$ cat config.mk
export PLATFORM = sky130hd
export DESIGN_NAME = msde_ctrl
export DESIGN_NICKNAME = d
export VERILOG_FILES = /design/src/rtl/msde_pkg.sv /design/src/rtl/msde_ctrl.sv
export SDC_FILE = /design/constraint.sdc
export NUM_CORES = 1
export LEC_CHECK = 0
export ABC_CLOCK_PERIOD_IN_PS = 1300
export BUFFER_PORTS_ARGS = -buffer_cell sky130_fd_sc_hd__buf_2
export CAP_MARGIN = 20
export CORE_AREA = 5 5 42 44
export DETAILED_ROUTE_END_ITERATION = 12
export DIE_AREA = 0 0 47 49
export GPL_TIMING_DRIVEN = 0
export SLEW_MARGIN = 25
export SYNTH_ARGS = -nofsm -noshare
export SYNTH_HDL_FRONTEND = slang
export SYNTH_SLANG_ARGS = --single-unit
$ cat constraint.sdc
create_clock -name i_clk -period 1.3 [get_ports i_clk]
set_clock_uncertainty 0.2 [all_clocks]
set_input_delay 0.195 -clock i_clk [delete_from_list [all_inputs] [get_ports i_clk]]
set_output_delay 0.195 -clock i_clk [all_outputs]
set_load 0.05 [all_outputs]
$ cat src/rtl/msde_pkg.sv
// Package for the mean and standard deviation unit: widths, states, commands.
// Used by all modules in rtl/.
`timescale 1ns / 1ps
package msde_pkg;
    localparam int SAMPLE_W = 16;
    localparam int DEF_MAX_SAMPLES = 256;

    typedef enum logic [3:0] {
        ST_IDLE,
        ST_DIV_MEAN,
        ST_RD_FIRST,
        ST_ACCUM,
        ST_DIV_VAR,
        ST_SQRT,
        ST_EMIT
    } t_state;

    // Controller to datapath commands
    typedef struct packed {
        logic add;
        logic clear;
        logic div_mean_start;
        logic div_var_start;
        logic rd_start;
        logic acc_step;
        logic sqrt_start;
        logic emit;
    } t_cmd;

    // Datapath to controller status
    typedef struct packed {
        logic empty;
        logic div_done;
        logic acc_last;
        logic sqrt_done;
    } t_status;
endpackage

$ cat src/rtl/msde_ctrl.sv
// Controller state machine for the mean and standard deviation unit.
// Depends on msde_pkg.
`timescale 1ns / 1ps
module msde_ctrl (
    input  logic              i_clk,
    input  logic              i_rst_n,
    input  logic              i_start,
    input  logic              i_operation,
    input  msde_pkg::t_status i_status,
    output msde_pkg::t_cmd    o_cmd,
    output logic              o_busy
);
    import msde_pkg::*;

    t_state r_state, n_state;

    // Advance state
    always_ff @(posedge i_clk) begin
        if (!i_rst_n) r_state <= ST_IDLE;
        else r_state <= n_state;
    end

    // Next state
    always_comb begin
        n_state = r_state;
        case (r_state)
            ST_IDLE: begin
                if (i_start && i_operation) begin
                    n_state = i_status.empty ? ST_EMIT : ST_DIV_MEAN;
                end
            end
            ST_DIV_MEAN: if (i_status.div_done) n_state = ST_RD_FIRST;
            ST_RD_FIRST: n_state = ST_ACCUM;
            ST_ACCUM:    if (i_status.acc_last) n_state = ST_DIV_VAR;
            ST_DIV_VAR:  if (i_status.div_done) n_state = ST_SQRT;
            ST_SQRT:     if (i_status.sqrt_done) n_state = ST_EMIT;
            ST_EMIT:     n_state = ST_IDLE;
            default:     n_state = ST_IDLE;
        endcase
    end

    // Outputs
    always_comb begin
        o_cmd = '0;
        o_busy = 1'b1;
        case (r_state)
            ST_IDLE: begin
                o_busy = 1'b0;
                o_cmd.add = i_start && !i_operation;
                o_cmd.div_mean_start = i_start && i_operation && !i_status.empty;
            end
            ST_DIV_MEAN: o_cmd.rd_start = i_status.div_done;
            ST_RD_FIRST: o_cmd.acc_step = 1'b0;
            ST_ACCUM: begin
                o_cmd.acc_step = 1'b1;
                o_cmd.div_var_start = i_status.acc_last;
            end
            ST_DIV_VAR: o_cmd.sqrt_start = i_status.div_done;
            ST_SQRT: o_cmd.acc_step = 1'b0;
            ST_EMIT: begin
                o_cmd.emit = 1'b1;
                o_cmd.clear = 1'b1;
            end
            default: o_busy = 1'b1;
        endcase
    end
endmodule

; ---- Word-level counts from Yosys, hierarchy flattened
; Index checks and enable logic that the tools add are counted.
[word_totals]
out_inout_bits = 9
ff_bits = 4
in_bits = 8
wordCells = 34
[op_classes]
eq_ne = 11
mux = 15
n_reduce_logical = 7
[ops]
columns = operator, n
row1 = $pmux W4 S6, 1
row2 = $mux W4, 5
row3 = $eq A4 B3 Y1 const B, 3
row4 = $ne A2 B2 Y1 const B, 5
row5 = $eq A4 B2 Y1 const B, 2
row6 = $mux W1, 8
row7 = $reduce_and A5 Y1, 1
row8 = $eq A4 B1 Y1 const B, 1
row9 = $logic_not A4 Y1, 1
row10 = $logic_and A1 B1 Y1, 3
row11 = $mux W3, 1
row12 = $logic_not A1 Y1, 2

; ---- Longest topological paths before layout
; Gate-level depths: netlist of the first run.
[depth]
ltp_word = 3
depth_mapped = 5
ltp_nobuf = 4

; ---- Worst setup path after synthesis of the first run
; OpenSTA, ideal clock, no wires.
[synth_path]
path_kind = register to output
startpoint = register r_state[2]
endpoint = output o_cmd[7] in the netlist's numbering
arrival_ps = 2217
path_buffers = 1
path_slack_ps = -1312
t_required_ps = 905
stages_incl_launch_ff = 5
path_cell_list = dfxtp_1 > buf_2 > nor2_1 > nand2_1 > nor3b_1
[synth_lines]
columns = element, line
row1 = from (decl), msde_ctrl.sv:15  ; t_state r_state, n_state;
row2 = from (signal assigned), msde_ctrl.sv:20  ; else r_state <= n_state;
row3 = to (decl), msde_ctrl.sv:10  ; output msde_pkg::t_cmd o_cmd,

==> results.cfg, run 1 <==
[route]
vias = 411
detail_route.vias_per_cell = 4.67
drc_errors = 0
wl_per_cell_um = 12.2
drtIter0Drc = 6
ant_nets = 0
drt_wl_total_mm = 1.08
first_pass_iters = 4

[power_and_ir_drop]
p_per_area_nw_per_um2 = 2070
power_frac_clock_pct = 11.1
switchingPower_mw = 0.653
p_seq_share_pct = 11.2
power_frac_comb_pct = 77.8
p_int_mw = 0.822
peakVddDrop_v = 0.00123
p_leak_nw = 0.311
switching_share_pct = 44.3

[timing]
final-setup-viol-count = 11
drv_slew = 0
fin_crit_sh_pct = 127
worst_slew_pin_slew_ps = 230
layout_min_cycle_time_ps = 1660
final-hold-violation-count = 0
setup_tns_ps = -2900
relSlewSlack_pct = 84.6
layout_setup_ws_ps = -356
fmax_mhz = 604
whs_ps = 32.3
rsz0062_at_grt = true

[logic_synthesis]
postSynthCellCount = 40
yosys_register_bits = 3
synth.top_cell.area_share_pct = 20.2
synth_cell_types = 23
ys_seq_area_share_pct = 20.2
post_synth.cell_area_avg_sq_um = 7.44
synth.cell_area_sq_um = 298
syn_nets = 48
synth_largest_area_cell = dfxtp_1
synthTopCellsByArea = dfxtp_1, nand2_1, nor3b_2
yosysWarningCount = 0

[worst_setup_path]
critPathMostFrequentCell = buf_6
start_kind = register
critPathRequiredTime_ps = 900
path_class = register to output pin
worstPathCellList = buf_6 -> nor2_4 -> nand2_4 -> nor3_4 -> buf_6
critPathMaxStageDelay_ps = 320
cpLargestDelayFamily = simple AND/OR/NAND/NOR gates
slowest_stage = dfxtp_2
cp-end-kind = output pin
arrival_ps = 1260
crit_fanout = 4
worst-path-buf-inv = 2

[floorplan]
die_h_um = 49
coreArea_sq_um = 1400
die_w_um = 47
io_pins = 17
rows = 14
dieArea_sq_um = 2300
initial_core_util_pct = 21.3

[global_route]
grt-ovfl-total = 0
antenna_found_initial = 0
grt_pass1_vias = 392
grt_start_max_net_pins = 11
grt_use_total_pct = 9.77
grt_pass1_wl_mm = 1.64

[outcome]
status = finished with violations
violations = setup timing

[cts]
path_clk_slew_ps = 40
numCtsBuffers = 3
cts_tree = built
ctsRootBufferMaster = clkbuf_4
clockBufferDepth = 2
htree_num_levels = 1
numClockSinks = 3
cts_hold_buf = 0
clkLatencyLatePin_ps = 230

[finish]
top_regs = r_state x3
fillCellCount = 151
regMostFlops = r_state
multi_input_area_sq_um = 295
drive_gt1_share_pct = 75.0
fin_nets = 81
area.sequential_sq_um = 66.3
antenna_cells = 0
area_growth_pct = 139
largest_reg_flops = 3

[place]
dp_hpwl_um = 642
pre_cts_ws_ps = -277
port-buffer-count = 16
gp_congestion = 0.763

[job]
max_cap_violations = 0

[min_path]
hold_path.class = input port to register
-- cells in the mapped netlist (all sizes together) --
cell type / count
buf: 4
nand4: 1
inv: 2
nor2: 4
a31o: 1
dfxtp: 3
a21oi: 2
a41oi: 1
and2: 1
mux2i: 2
a2bb2oi: 1
nor3b: 3
nand2: 7
o22a: 1
nor3: 1
nor4b: 1
o21a: 1
o32ai: 1
and3: 2
a211oi: 1
-- routing by layer --
metal | global-route usage [%] | up-vias | wire length [um]
met5 | 0 | - | 0
met1 | 11.8 | 186 | 437
li1 | - | 207 | -
met2 | 14.5 | 16 | 561
met4 | 6.91 | 0 | 17
met3 | 2.21 | 2 | 61
-- final cells by class --
class	instances	share of cell area (%)
Buffer	4	5.80
Clock buffer	4	3.69
Inverter	2	1.41
Multi-Input combinational cell	31	41.5
Sequential cell	3	9.31
Tap cell	16	2.81
Timing Repair Buffer	28	35.5
-- what timing repair did --
item,in CTS,in global routing
setup endpoints to repair,11,12
buffers inserted,6,7
pin swaps,10,10
resized for setup,25,14
-- kinds of logic after synthesis --
kind of cell	after synthesis	share of synthesized area, %
flip-flops	3	20.2
AO/OA/AOI/OAI	9	23.1
AND/OR/NAND/NOR	20	37.8
buffers and inverters	6	12.2
multiplexers	2	6.72
-- layout by cell type, fill, tap and decap left out, types with 2 or more instances in the layout --
master,synthesis,final
nor3b_4,0,2
nor2_4,0,2
buf_4,1,10
nand2_1,7,5
dfxtp_2,0,2
clkbuf_4,0,3
buf_8,0,4
a21oi_1,2,2
buf_2,2,7
mux2i_1,2,2
buf_6,1,11
-- power by group through the flow --
stage / registers (mW) / clock network, mW / logic, mW
2_1_floorplan: 0.145 / 0 / 0.624
3_3_place_gp: 0.148 / 0 / 0.741
3_5_place_dp: 0.149 / 0 / 0.741
4_1_cts: 0.159 / 0.173 / 0.902
5_1_grt: 0.171 / 0.184 / 1.21
6_report: 0.164 / 0.163 / 1.15
-- stage by stage --
stage	power [mW]	cells	cell area (sq um)	utilization (%)
2_1_floorplan	0.769	40	375	-
3_3_place_gp	0.889	72	475	33.9
3_5_place_dp	0.890	72	475	33.9
4_1_cts	1.23	82	624	44.6
5_1_grt	1.57	88	712	50.8
6_report	1.47	88	712	50.8
-- worst register-to-register path, delay by kind of cell (launching register included) --
kind                   cells  cell delay, ps
AOI/OAI and AO/OA          3             560
buffers and inverters      2             240
DFF                        1             350
and+or+nand+nor            1              50
-- final timing paths --
path              start         end  slack [ps]  cells after the start
max          r_state[1]    o_cmd[5]        -360                      5
min             i_rst_n  r_state[2]          30                      2
max reg2reg  r_state[0]  r_state[1]        -210                      6
min reg2reg  r_state[0]  r_state[0]         380                      3
Power figures use the tool's default switching activity.
==> inputs of run 2 (changes only) <==
--- a/config.mk
+++ b/config.mk
@@ -11,7 +11,6 @@
 export CORE_AREA = 5 5 42 44
 export DETAILED_ROUTE_END_ITERATION = 12
 export DIE_AREA = 0 0 47 49
-export GPL_TIMING_DRIVEN = 0
 export SLEW_MARGIN = 25
 export SYNTH_ARGS = -nofsm -noshare
 export SYNTH_HDL_FRONTEND = slang
==> run 2 against run 1 <==
  * The run still ends with setup timing left
  * Flip-flop and latch count did not move
  * Combinational power fell by 11%
  * Highest routed layer is now met3
  * Non-clock buffer count fell by 2
  * Clock-buffer cell count did not move
  * Routed wire length fell by 7.2%
  * Clock power barely moved
==> results.cfg, run 2 (synthesis gave the netlist of run 1 again) <==
[cts]
cts_hold_buf = 0
ctsRootBufferMaster = clkbuf_4
clockBufferDepth = 2
cts_tree = built
numClockSinks = 3
htree_num_levels = 1
path_clk_slew_ps = 40
numCtsBuffers = 3
clkLatencyLatePin_ps = 230

[worst_setup_path]
critPathRequiredTime_ps = 900
arrival_ps = 1160
start_kind = register
crit_fanout = 5
path_class = register to output pin
cp-end-kind = output pin

[finish]
area_growth_pct = 130
antenna_cells = 0
area.sequential_sq_um = 68.8
largest_reg_flops = 3
top_regs = r_state x3
drive_gt1_share_pct = 70.0
regMostFlops = r_state
fin_nets = 79
layout_commonest_cell = buf_4
final_cell_mix = buf_4, buf_2, buf_6
multi_input_area_sq_um = 287
fillCellCount = 150

[route]
detail_route.vias_per_cell = 4.74
first_pass_iters = 2
ant_nets = 0
drc_errors = 0
drtIter0Drc = 1
vias = 408
wl_per_cell_um = 11.6
drt_wl_total_um = 999

[floorplan]
die_w_um = 47
coreArea_sq_um = 1400
die_h_um = 49
io_pins = 17
dieArea_sq_um = 2300
rows = 14
initial_core_util_pct = 21.3

[power_and_ir_drop]
p_seq_share_pct = 13.5
p_per_area_nw_per_um2 = 1990
switching_share_pct = 45.6
power_frac_clock_pct = 11.9
p_leak_nw = 0.296
switchingPower_mw = 0.622
peakVddDrop_v = 0.00101
power_frac_comb_pct = 74.6
power_mw = 1.36
p_int_mw = 0.741

[global_route]
antenna_found_initial = 0
grt-ovfl-total = 0
grt_pass1_wl_mm = 1.59
grt_use_total_pct = 9.14
grt_start_max_net_pins = 11
grt_pass1_vias = 399

[place]
dp_hpwl_um = 724
gp_congestion = 0.779
pre_cts_ws_ps = -204
port-buffer-count = 16

[job]
max_cap_violations = 0

[timing]
drv_slew = 0
worst_slew_pin_slew_ps = 232
fmax_mhz = 641
final-hold-violation-count = 0
fin_crit_sh_pct = 120
layout_setup_ws_ps = -260
layout_min_cycle_time_ps = 1560
final-setup-viol-count = 11
relSlewSlack_pct = 84.5
rsz0062_at_grt = true

[min_path]
hold_path.class = input port to register

[outcome]
violations = setup timing
status = finished with violations
## run 2: cell type report
| type | count | area share (%) |
|---|---|---|
| multi-input cells | 31 | 41.9 |
| inverters | 2 | 1.46 |
| well taps | 16 | 2.93 |
| clock buffers | 4 | 3.84 |
| flip-flops and latches | 3 | 10.1 |
| repair buffers | 30 | 39.9 |
## run 2: final timing paths
kind	startpoint	endpoint	slack [ps]	cells after the start
max reg2reg	r_state[0]	r_state[1]	-230	6
max	r_state[0]	o_cmd[1]	-260	3
min	i_rst_n	r_state[2]	40	2
min reg2reg	r_state[0]	r_state[0]	440	3
## run 2: power groups by stage
stage | sequential [mW] | clock (mW) | combinational, mW
after floorplan | 0.145 | 0 | 0.624
after global placement | 0.172 | 0 | 0.721
after detailed placement | 0.174 | 0 | 0.725
after CTS | 0.180 | 0.174 | 0.940
after global routing | 0.191 | 0.180 | 1.08
final | 0.184 | 0.162 | 1.02
## run 2: metal layers
metal  track usage [%]  vias up  wire length, um
met2              13.6       11              540
met5                 0        -                0
met4              5.53        0                0
met3              1.48        0               65
met1              11.8      193              393
li1                  -      204                -
## run 2: through the flow
step	hold WS, ps	instances	cell area [sq um]	utilization, %	TNS (ps)
global route	42.5	86	684	48.8	-2830
global placement	277	73	475	33.9	-1520
CTS	26.0	83	647	46.2	-2280
detailed placement	279	73	475	33.9	-1670
floorplan	113	40	375	-	-2050
finish	38.6	86	684	48.8	-2230
## run 2: critical path: stages, from the launching register on
cell     delay [ps]
dfxtp_2         330
buf_6           130
nor4b_4         280
buf_6           190
## run 2: timing repair
item                                    in CTS  in global routing
endpoints found under the setup margin      11                 11
resized for setup                           33                  3
setup buffers                                6                  2
gates cloned                                 0                  1
pin swaps                                    9                  5
